## src/hdl/eprf_pkg.sv

```systemverilog
`timescale 1ns / 1ps

package eprf_pkg;

  // default build of the block
  localparam int TIMER_BITS_DEF = 24;
  localparam int WINDOW_DEF     = 5;

  // heights in 1/16 cm
  localparam int                HEIGHT_W   = 16;
  localparam logic [HEIGHT_W-1:0] HEIGHT_MAX = '1;

  // configuration port
  localparam int                CFG_IDX_W      = 4;
  localparam int                CFG_DATA_W     = 16;
  localparam logic [CFG_DATA_W-1:0] LOW_LIMIT_RST  = 16'd16;
  localparam logic [CFG_DATA_W-1:0] HIGH_LIMIT_RST = 16'd4800;

  typedef enum logic [CFG_IDX_W-1:0] {
    CFG_LOW_LIMIT  = CFG_IDX_W'(0),
    CFG_HIGH_LIMIT = CFG_IDX_W'(1)
  } cfg_reg_e;

  // height = floor(width * 17 / 7500), saturating at HEIGHT_MAX
  // widths at or above DIST_SAT_WIDTH saturate; below it width fits SCALE_IN_W bits
  localparam int SCALE_IN_W     = 25;
  localparam logic [SCALE_IN_W-1:0] DIST_SAT_WIDTH = 25'd28912942;
  localparam int SCALE_X_W      = 29;           // width * 17 below the saturation point
  localparam int SCALE_RECIP_W  = 30;
  localparam logic [SCALE_RECIP_W-1:0] SCALE_RECIP = 30'd586406202; // ceil(2^42 / 7500)
  localparam int SCALE_SHIFT    = 42;

  // result channel packing
  localparam int OUT_FIELDS_W = 2 * HEIGHT_W + 1;
  localparam int OUT_TDATA_W  = ((OUT_FIELDS_W + 7) / 8) * 8;

  // per-stage control that travels with an item
  typedef struct packed {
    logic valid;
    logic done;   // item closed a pulse
  } stage_ctl_t;

endpackage

```

## src/hdl/eprf_dist.sv

```systemverilog
`timescale 1ns / 1ps

module eprf_dist #(
  parameter int TIMER_BITS = eprf_pkg::TIMER_BITS_DEF
) (
  input  logic                          clk_i,
  input  logic                          rst_ni,
  input  logic                          en_i,
  input  logic                          in_valid_i,
  input  logic [TIMER_BITS-1:0]         capture_i,
  output eprf_pkg::stage_ctl_t          ctl_o,
  output logic [eprf_pkg::HEIGHT_W-1:0] raw_o
);
  import eprf_pkg::*;

  localparam int CmpW  = (TIMER_BITS > SCALE_IN_W) ? TIMER_BITS : SCALE_IN_W;
  localparam int ProdW = SCALE_X_W + SCALE_RECIP_W;

  // edge pairing state
  logic                  awaiting_q, awaiting_d;
  logic [TIMER_BITS-1:0] start_q, start_d;

  // stage 1: pulse width
  stage_ctl_t            ctl1_q, ctl1_d;
  logic [TIMER_BITS-1:0] width_q, width_d;

  // stage 2: width * 17 and saturation flag
  stage_ctl_t            ctl2_q;
  logic [CmpW-1:0]       width_ext;
  logic [SCALE_X_W-1:0]  x_q, x_d;
  logic                  sat_q, sat_d;

  // stage 3: constant divide
  stage_ctl_t            ctl3_q;
  logic [ProdW-1:0]      prod;
  logic [HEIGHT_W-1:0]   raw_q, raw_d;

  always_comb begin
    awaiting_d = awaiting_q;
    start_d    = start_q;
    ctl1_d     = '{valid: in_valid_i, done: 1'b0};
    // wrap rule: end not after start counts through the top of the timer
    width_d    = capture_i - start_q - TIMER_BITS'(capture_i <= start_q);
    if (in_valid_i) begin
      if (!awaiting_q) begin
        start_d    = capture_i;
        awaiting_d = 1'b1;
      end else begin
        awaiting_d  = 1'b0;
        ctl1_d.done = 1'b1;
      end
    end
  end

  assign width_ext = CmpW'(width_q);
  assign sat_d     = (width_ext >= CmpW'(DIST_SAT_WIDTH));
  assign x_d       = SCALE_X_W'({width_ext[SCALE_IN_W-1:0], 4'b0000})
                   + SCALE_X_W'(width_ext[SCALE_IN_W-1:0]);

  assign prod  = ProdW'(x_q) * ProdW'(SCALE_RECIP);
  assign raw_d = sat_q ? HEIGHT_MAX : prod[SCALE_SHIFT +: HEIGHT_W];

  always_ff @(posedge clk_i or negedge rst_ni) begin
    if (!rst_ni) begin
      awaiting_q <= 1'b0;
      start_q    <= '0;
      ctl1_q     <= '0;
      ctl2_q     <= '0;
      ctl3_q     <= '0;
    end else if (en_i) begin
      awaiting_q <= awaiting_d;
      start_q    <= start_d;
      ctl1_q     <= ctl1_d;
      ctl2_q     <= ctl1_q;
      ctl3_q     <= ctl2_q;
    end
  end

  always_ff @(posedge clk_i) begin
    if (en_i) begin
      width_q <= width_d;
      x_q     <= x_d;
      sat_q   <= sat_d;
      raw_q   <= raw_d;
    end
  end

  assign ctl_o = ctl3_q;
  assign raw_o = raw_q;

endmodule

```

## src/hdl/eprf_avg.sv

```systemverilog
`timescale 1ns / 1ps

module eprf_avg #(
  parameter int WINDOW = eprf_pkg::WINDOW_DEF
) (
  input  logic                          clk_i,
  input  logic                          rst_ni,
  input  logic                          en_i,
  input  eprf_pkg::stage_ctl_t          ctl_i,
  input  logic [eprf_pkg::HEIGHT_W-1:0] raw_i,
  output eprf_pkg::stage_ctl_t          ctl_o,
  output logic [eprf_pkg::HEIGHT_W-1:0] raw_o,
  output logic [eprf_pkg::HEIGHT_W-1:0] avg_o
);
  import eprf_pkg::*;

  localparam int IdxW   = $clog2(WINDOW);
  localparam int SumW   = HEIGHT_W + IdxW;
  localparam int Shift  = SumW + IdxW;
  localparam int RecipW = SumW + 1;
  localparam longint Recip = ((64'd1 << Shift) + WINDOW - 1) / WINDOW;
  localparam int ProdW  = SumW + RecipW;

  logic                update;

  // stage 4: ring and running sum
  logic [HEIGHT_W-1:0] win_q [WINDOW];
  logic [IdxW-1:0]     idx_q, idx_d;
  logic [SumW-1:0]     sum_q, sum_d;
  logic [HEIGHT_W-1:0] last_raw_q;
  stage_ctl_t          ctl4_q;
  logic [HEIGHT_W-1:0] raw4_q;
  logic [SumW-1:0]     sum4_q;

  // stage 5: mean
  logic [ProdW-1:0]    prod;
  logic [HEIGHT_W-1:0] mean;
  logic [HEIGHT_W-1:0] avg_q;
  stage_ctl_t          ctl5_q;
  logic [HEIGHT_W-1:0] raw5_q, avg5_q;

  assign update = en_i && ctl_i.valid && ctl_i.done;
  assign sum_d  = sum_q - SumW'(win_q[idx_q]) + SumW'(raw_i);
  assign idx_d  = (idx_q == IdxW'(WINDOW - 1)) ? '0 : idx_q + 1'b1;

  assign prod = ProdW'(sum4_q) * ProdW'(Recip);
  assign mean = prod[Shift +: HEIGHT_W];

  always_ff @(posedge clk_i or negedge rst_ni) begin
    if (!rst_ni) begin
      for (int i = 0; i < WINDOW; i++) begin
        win_q[i] <= '0;
      end
      idx_q      <= '0;
      sum_q      <= '0;
      last_raw_q <= '0;
      avg_q      <= '0;
      ctl4_q     <= '0;
      ctl5_q     <= '0;
    end else begin
      if (update) begin
        win_q[idx_q] <= raw_i;
        idx_q        <= idx_d;
        sum_q        <= sum_d;
        last_raw_q   <= raw_i;
      end
      if (en_i) begin
        ctl4_q <= ctl_i;
        ctl5_q <= ctl4_q;
        if (ctl4_q.valid && ctl4_q.done) begin
          avg_q <= mean;
        end
      end
    end
  end

  always_ff @(posedge clk_i) begin
    if (en_i) begin
      raw4_q <= ctl_i.done ? raw_i : last_raw_q;
      sum4_q <= sum_d;
      raw5_q <= raw4_q;
      avg5_q <= ctl4_q.done ? mean : avg_q;
    end
  end

  assign ctl_o = ctl5_q;
  assign raw_o = raw5_q;
  assign avg_o = avg5_q;

endmodule

```

## src/hdl/echo_pulse_range_filter_unit.sv

```systemverilog
`timescale 1ns / 1ps

// echo pulse range filter: every transfer on the input stream is one captured
// timer edge; edges alternate rising, falling. a rising edge stores its time,
// the following falling edge closes the pulse, turns its width (with timer
// wrap) into a distance in 1/16 cm, saturated at 65535, and pushes it into a
// WINDOW-entry ring whose truncated mean is the filtered height. each input
// transfer gives exactly one output transfer, in order, carrying the latest
// raw height, the filtered height, a flag telling whether this edge closed a
// pulse, and whether the filtered height lies above low_limit and at or
// below high_limit. one item is taken every clock while the pipeline is not
// held; the input transfer loads the input register, and the item then passes
// through three stages for width and constant divide and two stages for the
// ring sum and mean into the output register, from which its output transfer
// is made. the whole pipeline holds when the output register is full and not
// taken, so s_axis_tready follows the output side. limits are written over the
// cfg channel, which is always ready, and should only change while no item is
// in flight.
module echo_pulse_range_filter_unit #(
  parameter  int WINDOW     = eprf_pkg::WINDOW_DEF,
  parameter  int TIMER_BITS = eprf_pkg::TIMER_BITS_DEF,
  localparam int InTdataW   = ((TIMER_BITS + 7) / 8) * 8
) (
  input  logic                             clk_i,
  input  logic                             rst_ni,
  // input stream
  input  logic                             s_axis_tvalid_i,
  output logic                             s_axis_tready_o,
  input  logic [InTdataW-1:0]              s_axis_tdata_i,  // capture_time
  // result stream
  output logic                             m_axis_tvalid_o,
  input  logic                             m_axis_tready_i,
  // raw_height, filtered_height, range_ok, zero fill
  output logic [eprf_pkg::OUT_TDATA_W-1:0] m_axis_tdata_o,
  output logic                             m_axis_tuser_o,  // measurement_done
  // configuration writes
  input  logic                             cfg_valid_i,
  output logic                             cfg_ready_o,
  input  logic [eprf_pkg::CFG_IDX_W-1:0]   cfg_addr_i,
  input  logic [eprf_pkg::CFG_DATA_W-1:0]  cfg_data_i
);
  import eprf_pkg::*;

  // pipeline advance: output register free or being drained
  logic                  en;

  // input register
  logic                  in_valid_q;
  logic [TIMER_BITS-1:0] cap_q;

  // limits
  logic [CFG_DATA_W-1:0] low_limit_q;
  logic [CFG_DATA_W-1:0] high_limit_q;

  // between the stages
  stage_ctl_t            ctl3;
  logic [HEIGHT_W-1:0]   raw3;
  stage_ctl_t            ctl5;
  logic [HEIGHT_W-1:0]   raw5;
  logic [HEIGHT_W-1:0]   avg5;
  logic                  range_ok_d;

  // output register
  logic                  out_valid_q;
  logic [HEIGHT_W-1:0]   out_raw_q;
  logic [HEIGHT_W-1:0]   out_avg_q;
  logic                  out_done_q;
  logic                  out_range_ok_q;

  assign en              = !out_valid_q || m_axis_tready_i;
  assign s_axis_tready_o = en;
  assign cfg_ready_o     = 1'b1;

  // input register, upper capture bits beyond the timer are dropped
  always_ff @(posedge clk_i or negedge rst_ni) begin
    if (!rst_ni) begin
      in_valid_q <= 1'b0;
    end else if (en) begin
      in_valid_q <= s_axis_tvalid_i;
    end
  end

  always_ff @(posedge clk_i) begin
    if (en) begin
      cap_q <= s_axis_tdata_i[TIMER_BITS-1:0];
    end
  end

  // limit registers
  always_ff @(posedge clk_i or negedge rst_ni) begin
    if (!rst_ni) begin
      low_limit_q  <= LOW_LIMIT_RST;
      high_limit_q <= HIGH_LIMIT_RST;
    end else if (cfg_valid_i) begin
      case (cfg_reg_e'(cfg_addr_i))
        CFG_LOW_LIMIT:  low_limit_q  <= cfg_data_i;
        CFG_HIGH_LIMIT: high_limit_q <= cfg_data_i;
        default: ;
      endcase
    end
  end

  // edge pairing, pulse width and distance scaling
  eprf_dist #(
    .TIMER_BITS (TIMER_BITS)
  ) u_dist (
    .clk_i      (clk_i),
    .rst_ni     (rst_ni),
    .en_i       (en),
    .in_valid_i (in_valid_q),
    .capture_i  (cap_q),
    .ctl_o      (ctl3),
    .raw_o      (raw3)
  );

  // moving average over the ring
  eprf_avg #(
    .WINDOW (WINDOW)
  ) u_avg (
    .clk_i  (clk_i),
    .rst_ni (rst_ni),
    .en_i   (en),
    .ctl_i  (ctl3),
    .raw_i  (raw3),
    .ctl_o  (ctl5),
    .raw_o  (raw5),
    .avg_o  (avg5)
  );

  // crossed limits simply never pass
  assign range_ok_d = (avg5 > low_limit_q) && (avg5 <= high_limit_q);

  // output register
  always_ff @(posedge clk_i or negedge rst_ni) begin
    if (!rst_ni) begin
      out_valid_q <= 1'b0;
    end else if (en) begin
      out_valid_q <= ctl5.valid;
    end
  end

  always_ff @(posedge clk_i) begin
    if (en) begin
      out_raw_q      <= raw5;
      out_avg_q      <= avg5;
      out_done_q     <= ctl5.done;
      out_range_ok_q <= range_ok_d;
    end
  end

  assign m_axis_tvalid_o = out_valid_q;
  assign m_axis_tdata_o  = OUT_TDATA_W'({out_range_ok_q, out_avg_q, out_raw_q});
  assign m_axis_tuser_o  = out_done_q;

endmodule

```

## config.mk

```make
export PLATFORM = sky130hd
export DESIGN_NAME = echo_pulse_range_filter_unit
export DESIGN_NICKNAME = d
export VERILOG_FILES = /design/src/hdl/eprf_pkg.sv /design/src/hdl/eprf_dist.sv /design/src/hdl/eprf_avg.sv /design/src/hdl/echo_pulse_range_filter_unit.sv
export SDC_FILE = /design/constraint.sdc
export NUM_CORES = 2
export LEC_CHECK = 0
export BUFFER_PORTS_ARGS = -buffer_cell sky130_fd_sc_hd__buf_2
export CAP_MARGIN = 20
export CORE_ASPECT_RATIO = 0.8
export CORE_UTILIZATION = 65
export CTS_CLUSTER_SIZE = 28
export DETAILED_ROUTE_END_ITERATION = 8
export PLACE_DENSITY_LB_ADDON = 0.25
export SETUP_SLACK_MARGIN = 0.15
export SKIP_CTS_REPAIR_TIMING = 1
export SLEW_MARGIN = 20
export SYNTH_ARGS = -nofsm -noshare
export SYNTH_HDL_FRONTEND = slang
export SYNTH_SLANG_ARGS = --single-unit
```

## constraint.sdc

```tcl
create_clock -name clk_i -period 22.6 [get_ports clk_i]
set_input_delay 4.52 -clock clk_i [delete_from_list [all_inputs] [get_ports clk_i]]
set_output_delay 4.52 -clock clk_i [all_outputs]
set_load 0.005 [all_outputs]
```

==> impl_metrics.py <==
metrics = {
    "timing": {
        "finalHoldViolations": 0,
        "finalSetupTns_ns": 0,
        "setup_viol": 0,
        "slew_violations": 0,
        "slew_headroom": 0.305,
        "period_needed_ns": 9.85,
        "worst_slew_pin_slew_ns": 1.04,
        "clock_skew_ns": 0.0425,
        "rsz0062_at_grt": "false",
        "period_share": 0.436,
        "clock.fmax_mhz": 101,
        "setup_slack_ns": 12.75,
    },
    "drt": {
        "wl_per_cell_um": 18.2,
        "remaining_drc_errors": 11,
        "first_pass_iters": 9,
        "drt_iter0_drc": 1731,
        "avgViaCountPerCell": 5.46,
        "drtAntennaViolNets": 0,
        "vias": 24300,
        "wirelength_mm": 80.9,
    },
    "worst_hold_path": {
        "worstHoldPathType": "flip-flop to flip-flop",
        "hold_start": "u_avg.raw_o[3]$_DFFE_PN_",
        "whs_path_depth": 0,
        "worst_hold_path.endpoint": "out_raw_q[3]$_DFFE_PN_",
    },
    "critical_path": {
        "cp-end-kind": "output pin",
        "max_stage_delay_ns": 0.50,
        "cp_cell_sequence": "buf_2 > nand2b_4 > buf_2",
        "reg2reg_to": "u_dist.raw_o[10]$_DFFE_PN_",
        "reg2reg_depth": 23,
        "critPathSlowestCell": "nand2b_4",
        "path_max_fanout": 37,
        "critPathKind": "input pin to output pin",
        "required_ns": 18.08,
        "reg2reg_slack_ns": 14.09,
        "r2r_start": "u_dist.x_q[10]$_DFFE_PN_",
        "cpMostUsedCell": "buf_2",
        "startpoint_type": "input pin",
        "worstPathArrival_ns": 5.33,
    },
    "cts": {
        "numClockSinks": 397,
        "clockBufferDepth": 3,
        "cts_buffers": 42,
        "root_buffer": "clkbuf_16",
        "cts_tree": "built",
        "htree_levels": 2,
        "clock_latency_ns": 0.60,
        "path_clk_slew_ns": 0.06,
    },
    "grt": {
        "antenna_found_initial": 0,
        "grt_pass1_wl_mm": 133,
        "grt_start_max_net_pins": 89,
        "first_global_vias": 25600,
        "grt.total_usage": 0.286,
        "overflow": 0,
    },
    "floorplan": {
        "initial_core_util": 0.661,
        "dieArea_mm2": 0.0605,
        "fp.dieW_um": 275,
        "io-pin-count": 93,
        "core_mm2": 0.0585,
        "die_h_um": 220,
        "rows": 79,
    },
    "logic_synthesis": {
        "synth_warnings": 0,
        "yosys_most_used_dff": "dfrtp_1",
        "synthesis.area_mm2": 0.0387,
        "yosysUniqueCellTypes": 78,
        "seq_area_frac_synth": 0.282,
        "synth_top_area_frac": 0.230,
        "syn_avg_cell_area_um2": 10.9,
        "ys_ff_latch": 397,
        "synth_area_leader_cell": "fa_1",
        "synthArstFlopShare": 0.511,
        "synth_edf_count": 194,
        "syn_inst": 3544,
        "synth_area_leaders": "fa_1, ha_1, edfxtp_1",
    },
    "placed_design": {
        "gp_congestion": 0.965,
        "dp_hpwl_mm": 64.8,
        "pre_cts_slack_ns": 12.74,
        "portBuffers": 84,
    },
    "final_layout": {
        "antenna_cells": 0,
        "final_cell_mix": "inv_1, ha_1, fa_1",
        "drive_above_1_share": 0.0949,
        "layout_commonest_cell": "inv_1",
        "nets": 4765,
        "area_growth_syn_to_layout_pct": 7.41,
    },
    "status": {
        "failed_checks": "design-rule violations",
        "status": "finished, violations left",
    },
    "flow_run": {
        "maxCapViolations": 0,
    },
}
[per-layer routing]
layer  GRT usage  wire [um]
met1       0.421      38200
met2       0.434      34800
met3      0.0697       6490
met4      0.0573       1460
met5           0          0
[synthesized netlist by cell type, drive strengths merged, types with 21 or more instances]
master	count
a21o	46
dfrtp	198
fa	444
a21oi	104
clkbuf	35
mux2	138
xor2	30
nor3	21
edfxtp	194
nand2	154
o21a	21
inv	966
ha	629
nor2	71
o21ai	151
xnor2	66
nand3	32
[sequential cells by signal (all words and copies together), names as in the netlist, 19 cells and up]
register	count
u_dist.width_q	24
cap_q	24
u_dist.start_q	24
u_avg.sum4_q	19
u_avg.win_q	80
u_dist.x_q	29
u_avg.sum_q	19
[critical path: cells and delay by family]
family | cells | cell delay (ns)
buffers and inverters | 2 | 0.30
AND/OR/NAND/NOR | 1 | 0.50
[cell families after synthesis]
group	count (synthesis)	synth area share
muxes	154	0.0488
xor gates and xnor gates	96	0.0217
AOI/OAI and AO/OA	423	0.0684
adders and majority gates	1073	0.433
DFF	397	0.282
and+or+nand+nor	380	0.0460
buffers and inverters	1019	0.0998
other	2	0.000194
[through the flow]
step,utilization,cells,instance area [um^2],hold WS [ns]
floorplan,-,3550,38700,0.400
global placement,0.684,4368,40000,0.402
detailed placement,0.684,4368,40000,0.405
CTS,0.710,4446,41600,0.418
global route,0.710,4446,41600,0.424
finish,0.710,4446,41600,0.410
[worst max path at each step]
stage                            endpoint            start  slack (ns)  depth (start not counted)
final                     s_axis_tready_o  m_axis_tready_i       12.75                          3
after global routing      s_axis_tready_o  m_axis_tready_i       12.69                          3
after CTS                 s_axis_tready_o  m_axis_tready_i       12.73                          3
after detailed placement  s_axis_tready_o  m_axis_tready_i       12.74                          3
after global placement    s_axis_tready_o  m_axis_tready_i       12.76                          3
after floorplan           s_axis_tready_o  m_axis_tready_i        7.82                          3
[final cells by class]
class	instances	area, um^2
Timing Repair Buffer	102	566
Clock inverter	27	365
Tap cell	769	962
Multi-Input combinational cell	2134	24000
Clock buffer	51	1150
Sequential cell	397	10900
Fill cell	4210	17000
Inverter	966	3630
Power is not shown: default switching activity piles up to over one toggle a cycle in this logic, so the estimate is an artifact.
